<file path="config.mk">
export PLATFORM = sky130hd
export DESIGN_NAME = i2c_master_byte_sequencer_flat
export DESIGN_NICKNAME = d
export VERILOG_FILES = /design/src/i2cms_pkg.sv /design/src/i2cms_if.sv /design/src/i2cms_seq.sv /design/src/i2c_master_byte_sequencer.sv /design/src/flat_wrapper.sv
export VERILOG_INCLUDE_DIRS = /design/src /design/src/src
export SDC_FILE = /design/constraint.sdc
export NUM_CORES = 1
export LEC_CHECK = 0
export BUFFER_PORTS_ARGS = -buffer_cell sky130_fd_sc_hd__buf_2
export CAP_MARGIN = 20
export CELL_PAD_IN_SITES_DETAIL_PLACEMENT = 1
export CELL_PAD_IN_SITES_GLOBAL_PLACEMENT = 1
export CORE_AREA = 2 2 137 139
export CTS_CLUSTER_DIAMETER = 30
export DETAILED_ROUTE_END_ITERATION = 10
export DIE_AREA = 0 0 139 141
export PLACE_DENSITY_LB_ADDON = 0.05
export SKIP_LAST_GASP = 1
export SYNTH_ARGS = -nofsm -noshare
export SYNTH_HDL_FRONTEND = slang
export SYNTH_HIERARCHICAL = 1
export SYNTH_SLANG_ARGS = --single-unit
export TNS_END_PERCENT = 100
</file>
<file path="constraint.sdc">
create_clock -name clk -period 5.9 [get_ports clk]
set_input_delay 0.59 -clock clk [delete_from_list [all_inputs] [get_ports clk]]
set_output_delay 0.59 -clock clk [all_outputs]
set_load 0.05 [all_outputs]
</file>
<file path="src/i2c_master_byte_sequencer_defines.svh">
// Assertion helpers shared by the sequencer RTL.
// Both macros expect a clock named clk and an active-low reset named rst_n in scope.
`ifndef I2C_MASTER_BYTE_SEQUENCER_DEFINES_SVH
`define I2C_MASTER_BYTE_SEQUENCER_DEFINES_SVH

// Checks a property on every clock edge outside reset.
`define I2CMS_ASSERT(lbl, prop, msg) \
    lbl: assert property (@(posedge clk) disable iff (!rst_n) (prop)) else $error(msg);

// Checks that the consequent holds in the cycle after the antecedent.
`define I2CMS_ASSERT_NEXT(lbl, ante, cons, msg) \
    lbl: assert property (@(posedge clk) disable iff (!rst_n) (ante) |=> (cons)) else $error(msg);

`endif

</file>
<file path="src/i2cms_pkg.sv">
package i2cms_pkg;

    localparam int unsigned PHASE_W          = 16;
    localparam int unsigned BYTE_W           = 8;
    localparam int unsigned KIND_W           = 3;
    localparam int unsigned BIT_CNT_W        = 4;
    localparam logic [PHASE_W-1:0] PHASE_TICKS_RESET = 16'd16;
    localparam logic [BIT_CNT_W-1:0] BITS_PER_BYTE  = 4'd8;

    typedef enum logic [KIND_W-1:0] {
        KIND_NONE  = 3'd0,
        KIND_START = 3'd1,
        KIND_STOP  = 3'd2,
        KIND_WRITE = 3'd3,
        KIND_READ  = 3'd4,
        KIND_ACK   = 3'd5,
        KIND_NACK  = 3'd6
    } kind_t;

    typedef enum logic [12:0] {
        ST_IDLE    = 13'b0000000000001,
        ST_ST_HI   = 13'b0000000000010,
        ST_ST_LO   = 13'b0000000000100,
        ST_SP_LO   = 13'b0000000001000,
        ST_SP_CH   = 13'b0000000010000,
        ST_WR_BIT  = 13'b0000000100000,
        ST_WR_CLK  = 13'b0000001000000,
        ST_WR_REL  = 13'b0000010000000,
        ST_WR_ACK  = 13'b0000100000000,
        ST_RD_LO   = 13'b0001000000000,
        ST_RD_HI   = 13'b0010000000000,
        ST_AK_SET  = 13'b0100000000000,
        ST_AK_CLK  = 13'b1000000000000
    } step_t;

    typedef struct packed {
        logic              scl;
        logic              sda_out;
        logic              sda_drive;
        logic              busy_res;
        logic              done_res;
        logic [BYTE_W-1:0] read_byte;
        logic              ack_bit;
    } res_t;

endpackage

</file>
<file path="src/i2cms_if.sv">
interface i2cms_cmd_if;
    import i2cms_pkg::*;

    logic              valid;
    logic              ready;
    logic [KIND_W-1:0] kind;
    logic [BYTE_W-1:0] data;
    logic              sda_in;

    modport source (output valid, output kind, output data, output sda_in, input ready);
    modport sink   (input valid, input kind, input data, input sda_in, output ready);
endinterface

interface i2cms_res_if;
    import i2cms_pkg::*;

    logic              valid;
    logic              ready;
    logic              scl;
    logic              sda_out;
    logic              sda_drive;
    logic              busy_res;
    logic              done_res;
    logic [BYTE_W-1:0] read_byte;
    logic              ack_bit;

    modport source (
        output valid, output scl, output sda_out, output sda_drive, output busy_res,
        output done_res, output read_byte, output ack_bit, input ready
    );
    modport sink (
        input valid, input scl, input sda_out, input sda_drive, input busy_res,
        input done_res, input read_byte, input ack_bit, output ready
    );
endinterface

interface i2cms_cfg_if;
    import i2cms_pkg::*;

    logic               valid;
    logic               ready;
    logic [PHASE_W-1:0] data;

    modport source (output valid, output data, input ready);
    modport sink   (input valid, input data, output ready);
endinterface

</file>
<file path="src/i2cms_seq.sv">
`include "i2c_master_byte_sequencer_defines.svh"

module i2cms_seq (
    input  logic                          clk,
    input  logic                          rst_n,
    input  logic                          fire,
    input  logic [i2cms_pkg::KIND_W-1:0]  kind,
    input  logic [i2cms_pkg::BYTE_W-1:0]  data,
    input  logic                          sda_in,
    input  logic [i2cms_pkg::PHASE_W-1:0] phase_ticks,
    output i2cms_pkg::res_t               res_next
);
    import i2cms_pkg::*;

    step_t                step_reg, step_next;
    logic [BIT_CNT_W-1:0] bit_count_reg, bit_count_next;
    logic [BIT_CNT_W-1:0] bit_count_inc;
    logic [BYTE_W-1:0]    shift_reg, shift_next;
    logic [PHASE_W-1:0]   delay_reg, delay_next;
    logic [PHASE_W-1:0]   delay_reload;
    logic                 scl_reg, scl_next;
    logic                 sda_reg, sda_next;
    logic                 drive_reg, drive_next;
    logic                 ack_reg, ack_next;
    logic [BYTE_W-1:0]    read_reg, read_next;
    logic                 done;

    assign delay_reload  = (phase_ticks == '0) ? '0 : phase_ticks - PHASE_W'(1);
    assign bit_count_inc = bit_count_reg + BIT_CNT_W'(1);

    always_comb
    begin
        step_next      = step_reg;
        bit_count_next = bit_count_reg;
        shift_next     = shift_reg;
        delay_next     = delay_reg;
        scl_next       = scl_reg;
        sda_next       = sda_reg;
        drive_next     = drive_reg;
        ack_next       = ack_reg;
        read_next      = read_reg;
        done           = 1'b0;

        if (fire)
        begin
            if (step_reg == ST_IDLE)
            begin
                case (kind_t'(kind))
                    KIND_START:
                    begin
                        drive_next = 1'b1;
                        sda_next   = 1'b1;
                        scl_next   = 1'b1;
                        step_next  = ST_ST_HI;
                        delay_next = delay_reload;
                    end
                    KIND_STOP:
                    begin
                        drive_next = 1'b1;
                        sda_next   = 1'b0;
                        step_next  = ST_SP_LO;
                        delay_next = delay_reload;
                    end
                    KIND_WRITE:
                    begin
                        drive_next     = 1'b1;
                        shift_next     = data;
                        bit_count_next = '0;
                        scl_next       = 1'b0;
                        sda_next       = data[BYTE_W-1];
                        step_next      = ST_WR_BIT;
                        delay_next     = delay_reload;
                    end
                    KIND_READ:
                    begin
                        drive_next     = 1'b0;
                        scl_next       = 1'b0;
                        shift_next     = '0;
                        bit_count_next = '0;
                        step_next      = ST_RD_LO;
                        delay_next     = delay_reload;
                    end
                    KIND_ACK, KIND_NACK:
                    begin
                        drive_next = 1'b1;
                        sda_next   = (kind_t'(kind) == KIND_NACK);
                        scl_next   = 1'b0;
                        step_next  = ST_AK_SET;
                        delay_next = delay_reload;
                    end
                    default:
                    begin
                        step_next = ST_IDLE;
                    end
                endcase
            end
            else if (delay_reg != '0)
            begin
                delay_next = delay_reg - PHASE_W'(1);
            end
            else
            begin
                case (step_reg)
                    ST_ST_HI:
                    begin
                        sda_next   = 1'b0;
                        step_next  = ST_ST_LO;
                        delay_next = delay_reload;
                    end
                    ST_ST_LO:
                    begin
                        scl_next = 1'b0;
                        done     = 1'b1;
                    end
                    ST_SP_LO:
                    begin
                        scl_next   = 1'b1;
                        step_next  = ST_SP_CH;
                        delay_next = delay_reload;
                    end
                    ST_SP_CH:
                    begin
                        sda_next = 1'b1;
                        done     = 1'b1;
                    end
                    ST_WR_BIT:
                    begin
                        scl_next   = 1'b1;
                        step_next  = ST_WR_CLK;
                        delay_next = delay_reload;
                    end
                    ST_WR_CLK:
                    begin
                        scl_next       = 1'b0;
                        shift_next     = {shift_reg[BYTE_W-2:0], 1'b0};
                        bit_count_next = bit_count_inc;
                        delay_next     = delay_reload;
                        if (bit_count_inc >= BITS_PER_BYTE)
                        begin
                            drive_next = 1'b0;
                            step_next  = ST_WR_REL;
                        end
                        else
                        begin
                            sda_next  = shift_reg[BYTE_W-2];
                            step_next = ST_WR_BIT;
                        end
                    end
                    ST_WR_REL:
                    begin
                        scl_next   = 1'b1;
                        step_next  = ST_WR_ACK;
                        delay_next = delay_reload;
                    end
                    ST_WR_ACK:
                    begin
                        ack_next = sda_in;
                        scl_next = 1'b0;
                        done     = 1'b1;
                    end
                    ST_RD_LO:
                    begin
                        shift_next = {shift_reg[BYTE_W-2:0], sda_in};
                        scl_next   = 1'b1;
                        step_next  = ST_RD_HI;
                        delay_next = delay_reload;
                    end
                    ST_RD_HI:
                    begin
                        scl_next       = 1'b0;
                        bit_count_next = bit_count_inc;
                        if (bit_count_inc >= BITS_PER_BYTE)
                        begin
                            read_next = shift_reg;
                            done      = 1'b1;
                        end
                        else
                        begin
                            step_next  = ST_RD_LO;
                            delay_next = delay_reload;
                        end
                    end
                    ST_AK_SET:
                    begin
                        scl_next   = 1'b1;
                        step_next  = ST_AK_CLK;
                        delay_next = delay_reload;
                    end
                    ST_AK_CLK:
                    begin
                        scl_next = 1'b0;
                        done     = 1'b1;
                    end
                    default:
                    begin
                        step_next  = ST_IDLE;
                        delay_next = '0;
                    end
                endcase
                if (done)
                begin
                    step_next  = ST_IDLE;
                    delay_next = '0;
                end
            end
        end
    end

    always_ff @(posedge clk or negedge rst_n)
    begin
        if (!rst_n)
        begin
            step_reg      <= ST_IDLE;
            bit_count_reg <= '0;
            shift_reg     <= '0;
            delay_reg     <= '0;
            scl_reg       <= 1'b1;
            sda_reg       <= 1'b1;
            drive_reg     <= 1'b0;
            ack_reg       <= 1'b0;
            read_reg      <= '0;
        end
        else
        begin
            step_reg      <= step_next;
            bit_count_reg <= bit_count_next;
            shift_reg     <= shift_next;
            delay_reg     <= delay_next;
            scl_reg       <= scl_next;
            sda_reg       <= sda_next;
            drive_reg     <= drive_next;
            ack_reg       <= ack_next;
            read_reg      <= read_next;
        end
    end

    always_comb
    begin
        res_next.scl       = scl_next;
        res_next.sda_out   = sda_next;
        res_next.sda_drive = drive_next;
        res_next.busy_res  = (step_next != ST_IDLE);
        res_next.done_res  = done;
        res_next.read_byte = read_next;
        res_next.ack_bit   = ack_next;
    end

    `I2CMS_ASSERT(a_bit_count_range, bit_count_reg <= BITS_PER_BYTE, "bit count passed a byte")
    `I2CMS_ASSERT_NEXT(a_phase_hold, fire && step_reg != ST_IDLE && delay_reg != '0, step_reg == $past(step_reg), "step left before its phase ended")
    `I2CMS_ASSERT_NEXT(a_done_idle, fire && done, step_reg == ST_IDLE && !drive_reg == !$past(drive_next), "sequencer not idle after done")
    `I2CMS_ASSERT_NEXT(a_none_stays_idle, fire && step_reg == ST_IDLE && kind == KIND_NONE, step_reg == ST_IDLE, "idle left without a request")

endmodule

</file>
<file path="src/i2c_master_byte_sequencer.sv">
// I2C master byte sequencer.
// The cmd channel carries one request per bus tick: a command code, a byte to send and the
// sampled SDA level. A command is taken only while the sequencer is idle; otherwise the code
// is ignored and the request only advances the current bus phase by one tick.
// The res channel returns one result per request: SCL, the SDA level and drive enable, busy,
// a one-tick done pulse, the last byte read and the last acknowledge bit.
// The cfg channel writes the number of ticks each bus phase is held; it is always ready and
// must only be written while the sequencer is idle.
// A request is held in an input register and its result then in an output register; one
// request is taken every cycle while the receiver does not stall.
// When the receiver stalls, the result stays in the output register, one more request is
// held in the input register, and cmd.ready drops until the result is taken.
// Reset clears the valid flags of both registers, idles the sequencer with SCL and SDA high
// and SDA released, and loads a phase length of 16 ticks.
module i2c_master_byte_sequencer (
    input  logic        clk,
    input  logic        rst_n,
    i2cms_cmd_if.sink   cmd,
    i2cms_res_if.source res,
    i2cms_cfg_if.sink   cfg
);
    import i2cms_pkg::*;

    logic               in_valid_reg;
    logic [KIND_W-1:0]  in_kind_reg;
    logic [BYTE_W-1:0]  in_data_reg;
    logic               in_sda_reg;
    logic               out_valid_reg;
    res_t               out_reg;
    res_t               res_next;
    logic [PHASE_W-1:0] phase_reg;
    logic               fire;

    assign fire      = in_valid_reg && (!out_valid_reg || res.ready);
    assign cmd.ready = !in_valid_reg || fire;
    assign cfg.ready = 1'b1;

    i2cms_seq u_seq (
        .clk         (clk),
        .rst_n       (rst_n),
        .fire        (fire),
        .kind        (in_kind_reg),
        .data        (in_data_reg),
        .sda_in      (in_sda_reg),
        .phase_ticks (phase_reg),
        .res_next    (res_next)
    );

    always_ff @(posedge clk or negedge rst_n)
    begin
        if (!rst_n)
        begin
            in_valid_reg  <= 1'b0;
            out_valid_reg <= 1'b0;
            phase_reg     <= PHASE_TICKS_RESET;
        end
        else
        begin
            if (cmd.ready)
            begin
                in_valid_reg <= cmd.valid;
            end
            if (fire)
            begin
                out_valid_reg <= 1'b1;
            end
            else if (res.ready)
            begin
                out_valid_reg <= 1'b0;
            end
            if (cfg.valid)
            begin
                phase_reg <= cfg.data;
            end
        end
    end

    always_ff @(posedge clk)
    begin
        if (cmd.valid && cmd.ready)
        begin
            in_kind_reg <= cmd.kind;
            in_data_reg <= cmd.data;
            in_sda_reg  <= cmd.sda_in;
        end
        if (fire)
        begin
            out_reg <= res_next;
        end
    end

    assign res.valid     = out_valid_reg;
    assign res.scl       = out_reg.scl;
    assign res.sda_out   = out_reg.sda_out;
    assign res.sda_drive = out_reg.sda_drive;
    assign res.busy_res  = out_reg.busy_res;
    assign res.done_res  = out_reg.done_res;
    assign res.read_byte = out_reg.read_byte;
    assign res.ack_bit   = out_reg.ack_bit;

endmodule
</file>
<file path="src/flat_wrapper.sv">
// flat-port wrapper written by rule: the top's interface ports become plain ports
module i2c_master_byte_sequencer_flat import i2cms_pkg::*;
  (clk, rst_n, cmd_valid, cmd_kind, cmd_data, cmd_sda_in, cmd_ready, res_valid, res_scl, res_sda_out, res_sda_drive, res_busy_res, res_done_res, res_read_byte, res_ack_bit, res_ready, cfg_valid, cfg_data, cfg_ready);
  i2cms_cmd_if cmd_i ();
  i2cms_res_if res_i ();
  i2cms_cfg_if cfg_i ();
  input  logic clk;
  input  logic rst_n;
  input wire logic [$bits(cmd_i.valid)-1:0] cmd_valid;
  input wire logic [$bits(cmd_i.kind)-1:0] cmd_kind;
  input wire logic [$bits(cmd_i.data)-1:0] cmd_data;
  input wire logic [$bits(cmd_i.sda_in)-1:0] cmd_sda_in;
  output wire logic [$bits(cmd_i.ready)-1:0] cmd_ready;
  output wire logic [$bits(res_i.valid)-1:0] res_valid;
  output wire logic [$bits(res_i.scl)-1:0] res_scl;
  output wire logic [$bits(res_i.sda_out)-1:0] res_sda_out;
  output wire logic [$bits(res_i.sda_drive)-1:0] res_sda_drive;
  output wire logic [$bits(res_i.busy_res)-1:0] res_busy_res;
  output wire logic [$bits(res_i.done_res)-1:0] res_done_res;
  output wire logic [$bits(res_i.read_byte)-1:0] res_read_byte;
  output wire logic [$bits(res_i.ack_bit)-1:0] res_ack_bit;
  input wire logic [$bits(res_i.ready)-1:0] res_ready;
  input wire logic [$bits(cfg_i.valid)-1:0] cfg_valid;
  input wire logic [$bits(cfg_i.data)-1:0] cfg_data;
  output wire logic [$bits(cfg_i.ready)-1:0] cfg_ready;
  assign cmd_i.valid = cmd_valid;
  assign cmd_i.kind = cmd_kind;
  assign cmd_i.data = cmd_data;
  assign cmd_i.sda_in = cmd_sda_in;
  assign cmd_ready = cmd_i.ready;
  assign res_valid = res_i.valid;
  assign res_scl = res_i.scl;
  assign res_sda_out = res_i.sda_out;
  assign res_sda_drive = res_i.sda_drive;
  assign res_busy_res = res_i.busy_res;
  assign res_done_res = res_i.done_res;
  assign res_read_byte = res_i.read_byte;
  assign res_ack_bit = res_i.ack_bit;
  assign res_i.ready = res_ready;
  assign cfg_i.valid = cfg_valid;
  assign cfg_i.data = cfg_data;
  assign cfg_ready = cfg_i.ready;
  i2c_master_byte_sequencer u_core (.clk(clk), .rst_n(rst_n), .cmd(cmd_i), .res(res_i), .cfg(cfg_i));
endmodule
</file>
==> summary.md <==
| Metric | Value |
|---|---|
| Run status | complete, no violations |
| Max-slew violations | 0 |
| Row count | 50 |
| Net Sw Frac | 38.5% |
| HP Class | input pin to asynchronous set/reset pin |
| Vias | ~4100 |
| Post-CTS Resized | 0 |
| Most common cell after layout, fill and taps aside | dfrtp_1 |
| Combinational Power Share | between 30% and 40% |
| Synthesized area per cell | 10.3 sq um |
| Total grt overflow | 0 |
| Area of the core | between 15000 and 20000 sq um |
| Setup WS pre-CTS | 2.63 ns |
| Num ports | 50 |
| Setup ws final | 2.63 ns |
| Post-CTS Setup Bufs | 0 |
| Max-Cap Viols | 0 |
| Most frequent cells in the layout | 67 x dfrtp_1, 56 x nand2_1, 47 x buf_2 |
| Most numerous cell on the critical path | or4_1 |
| Finished Layout Cells | 789 |
| End-of-flow core utilization | around 33% |
| Maximum number of pins on one net before global-route repair | between 70 and 80 |
| Placed cell count | a little under 800 |
| Vias in the first global route | between 4000 and 5000 |
| Clock tree sinks | a little under 100 |
| Cells after Synth | between 500 and 600 |
| Clock slew at reported path FFs | around 0.080 ns |
| Yosys cell types | 65 |
| Final WL | about 15 mm |
| Final Power | between 2000 and 2500 uW |
| Post-synth EDFFs | 26 |
| Initial antenna violation count | 0 |
| Layout cells sized above 1 | between 20% and 30% |
| Root Driver | clkbuf_16 |
| Critical Setup Path Class | flop to flop |
| Via-per-instance ratio | about 5.3 |
| Pwr dens | 377 nW/um^2 |
| Clock power frac | between 20% and 30% |
| Die Wd | between 100 and 150 microns |
| ANT cells | 0 |
| CP max stage delay | between 0.8 and 0.9 ns |
| Starting density of the core | between 20% and 30% |
| Minimum clock period | around 3.3 ns |
| Num CTS Buffers | 9 |
| Layout Nets | 587 |
| Worst endpoint data arrival time | ~3.3 ns |
| Crit share post-route | ~55% |
| Buf/Inv on CP | 0 |
| Crit Path Max Fanout | 18 |
| Post-Syn Nets | 559 |
| Slew @ Worst Pin | around 0.97 ns |
| I/O Buffers | between 40 and 50 |
| Worst R2R Setup Slack | between 2 and 3 ns |
| CP Launch Type | flop |
| Post-Syn Area | about 5400 sq um |
| Final Hold Viols | 0 |
| Part of the power in registers | 43.4% |
| Clk_skew | about 0.0090 ns |
| CTS max path bufs | 2 |
| Internal power | approximately 1400 uW |
| Final setup fails | 0 |
| Ys flop type | dfrtp_1 |
| CTS tree | yes |
| R2r endpoint | u_core/res.busy_res$_DFFE_PP_ |
| H-tree levels | 3 |
| CTS hold repair buffers | 0 |
| DPL Wire Length | 10.9 mm |
| Worst skew pair latency | approximately 0.35 ns |
| Synth warnings | 6 |
| Fmax | between 0.3 and 0.4 GHz |
| R2R depth | 6 |
| Relative slew slack | between 30% and 40% |
| Placer congestion estimate | 0.803 |
| Reg2Reg Launch Point | u_core/u_seq/step_reg[4]$_DFF_PN0_ |
| Post-synth ARST share | between 70% and 80% |
| DRT iter0 DRCs | 209 |
| Layout area overhead | 12.4% |
| DIE HEIGHT | between 100 and 150 microns |
| Worst-path cell chain | or4_1 > or4_1 > o21ai_4 > a31oi_4 > nand2_4 > o2111ai_1 |
| Top delay family on crit path | simple AND/OR/NAND/NOR gates |
| Worst vdd ir | ~130 uV |
| Gr usage total | between 10% and 20% |
| Sum Neg Setup Slack | 0 ns |
| Sequential fraction of the synthesis area | between 40% and 50% |
| Seq cells post-synth | slightly below 100 |
| 1st-pass router iterations | 4 |
| RSZ-0062 raised after global routing | no |
| Residual DRC | 0 |
| NetSw | a little under 900 uW |
| Final ANT Viol Nets | 0 |
| Die area | 19600 sq um |
| First-pass GRT wire length | approximately 25 mm |
| Worst endpoint required time | between 5 and 6 ns |
| DR WL/cell | about 19 microns |
| Pleak | approximately 0.0025 uW |
| Crit. End Element | flop |
| Slowest CP cell | or4_1 |
cell families after synthesis:
| group | count (synthesis) | synth area share (%) |
|---|---|---|
| AND/OR/NAND/NOR | 219 | 22.2 |
| AO/OA/AOI/OAI | 103 | 13.7 |
| multiplexers | 33 | 7.62 |
| other | 1 | 0.0698 |
| flip-flops | 97 | 47.7 |
| adder cells (fa/ha/maj) | 4 | 0.932 |
| XOR/XNOR | 18 | 2.93 |
| buffers and inverters | 47 | 4.82 |
synthesized netlist by cell type, drive strengths merged, types with 2 or more instances:
library cell	instances	area share [%]
or2	4	0.47
a31oi	4	1.0
a22oi	7	0.98
dfrtp	67	31
and2	4	0.47
and3	4	0.47
nand4	7	0.82
inv	12	0.84
dfstp	4	2.0
clkbuf	18	1.3
nor2b	3	0.35
nor4	22	2.9
a21oi	12	1.1
mux2	33	7.6
nor4b	2	0.33
edfxtp	26	15
nor2	36	2.5
xor2	7	1.1
o31ai	14	2.5
or4	11	1.7
xnor2	11	1.8
o21ai	39	3.8
or3	4	0.47
nand4b	2	0.33
nand2b	5	0.58
o41ai	2	0.33
o22ai	2	0.23
nand3	23	2.2
o21a	2	0.28
a32oi	4	0.65
buf	17	2.7
ha	4	0.93
and4	2	0.33
a211oi	3	0.42
nand3b	4	0.56
nand2	57	4.1
a21o	4	0.56
nor3	19	1.8
or4b	4	0.82
o211ai	3	0.42
and3b	2	0.33
nor3b	3	0.42
worst max-delay path by stage:
stage,start,endpoint,slack [ns],cells past startpoint
final,u_core/u_seq/step_reg[4]$_DFF_PN0_,u_core/res.busy_res$_DFFE_PP_,2.63,6
after global routing,u_core/u_seq/step_reg[4]$_DFF_PN0_,u_core/res.busy_res$_DFFE_PP_,2.45,6
after CTS,u_core/u_seq/step_reg[4]$_DFF_PN0_,u_core/res.busy_res$_DFFE_PP_,2.61,6
after detailed placement,u_core/u_seq/step_reg[4]$_DFF_PN0_,u_core/res.busy_res$_DFFE_PP_,2.63,6
after global placement,u_core/u_seq/step_reg[4]$_DFF_PN0_,u_core/res.busy_res$_DFFE_PP_,2.74,6
after floorplan,u_core/res.valid$_DFFE_PN0P_,u_core/res.read_byte[0]$_DFFE_PP_,3.04,7
power by group through the flow:
stage               clock, uW  combinational [uW]  sequential (uW)
finish                    601                 689              988
global route              652                 763             1010
CTS                       628                 695              990
detailed placement          0                 690             1000
global placement            0                 687             1000
floorplan                   0                 539              961
worst register-to-register path: cells and delay by family (launching register included):
| kind | cells | cell delay [ns] |
|---|---|---|
| and+or+nand+nor | 3 | 1.93 |
| AOI/OAI and AO/OA | 3 | 0.61 |
| DFF | 1 | 0.46 |
metal layers:
| layer | vias to the layer above | global-route usage [%] | wire length, microns |
|---|---|---|---|
| li1 | 1988 | - | - |
| met3 | 14 | 2.00 | 314 |
| met2 | 60 | 27.8 | 7550 |
| met4 | 0 | 5.21 | 191 |
| met5 | - | 0 | 0 |
| met1 | 2081 | 20.5 | 7080 |
area by class of cell:
| class | instances | area [sq um] |
|---|---|---|
| multi-input cells | 378 | 2560 |
| fillers | 2093 | 12200 |
| well taps | 234 | 293 |
| clock inverters | 7 | 76.3 |
| flip-flops and latches | 97 | 2560 |
| repair buffers | 52 | 277 |
| inverters | 12 | 45.0 |
| clock buffers | 9 | 225 |
through the flow:
stage          instance area [sq um]  hold WS [ns]
6_report                        6040         0.401
5_1_grt                         6040         0.393
4_1_cts                         6030         0.389
3_5_place_dp                    5730         0.484
3_3_place_gp                    5730         0.476
2_1_floorplan                   5370         0.294
(Power assumes the default switching activity.)
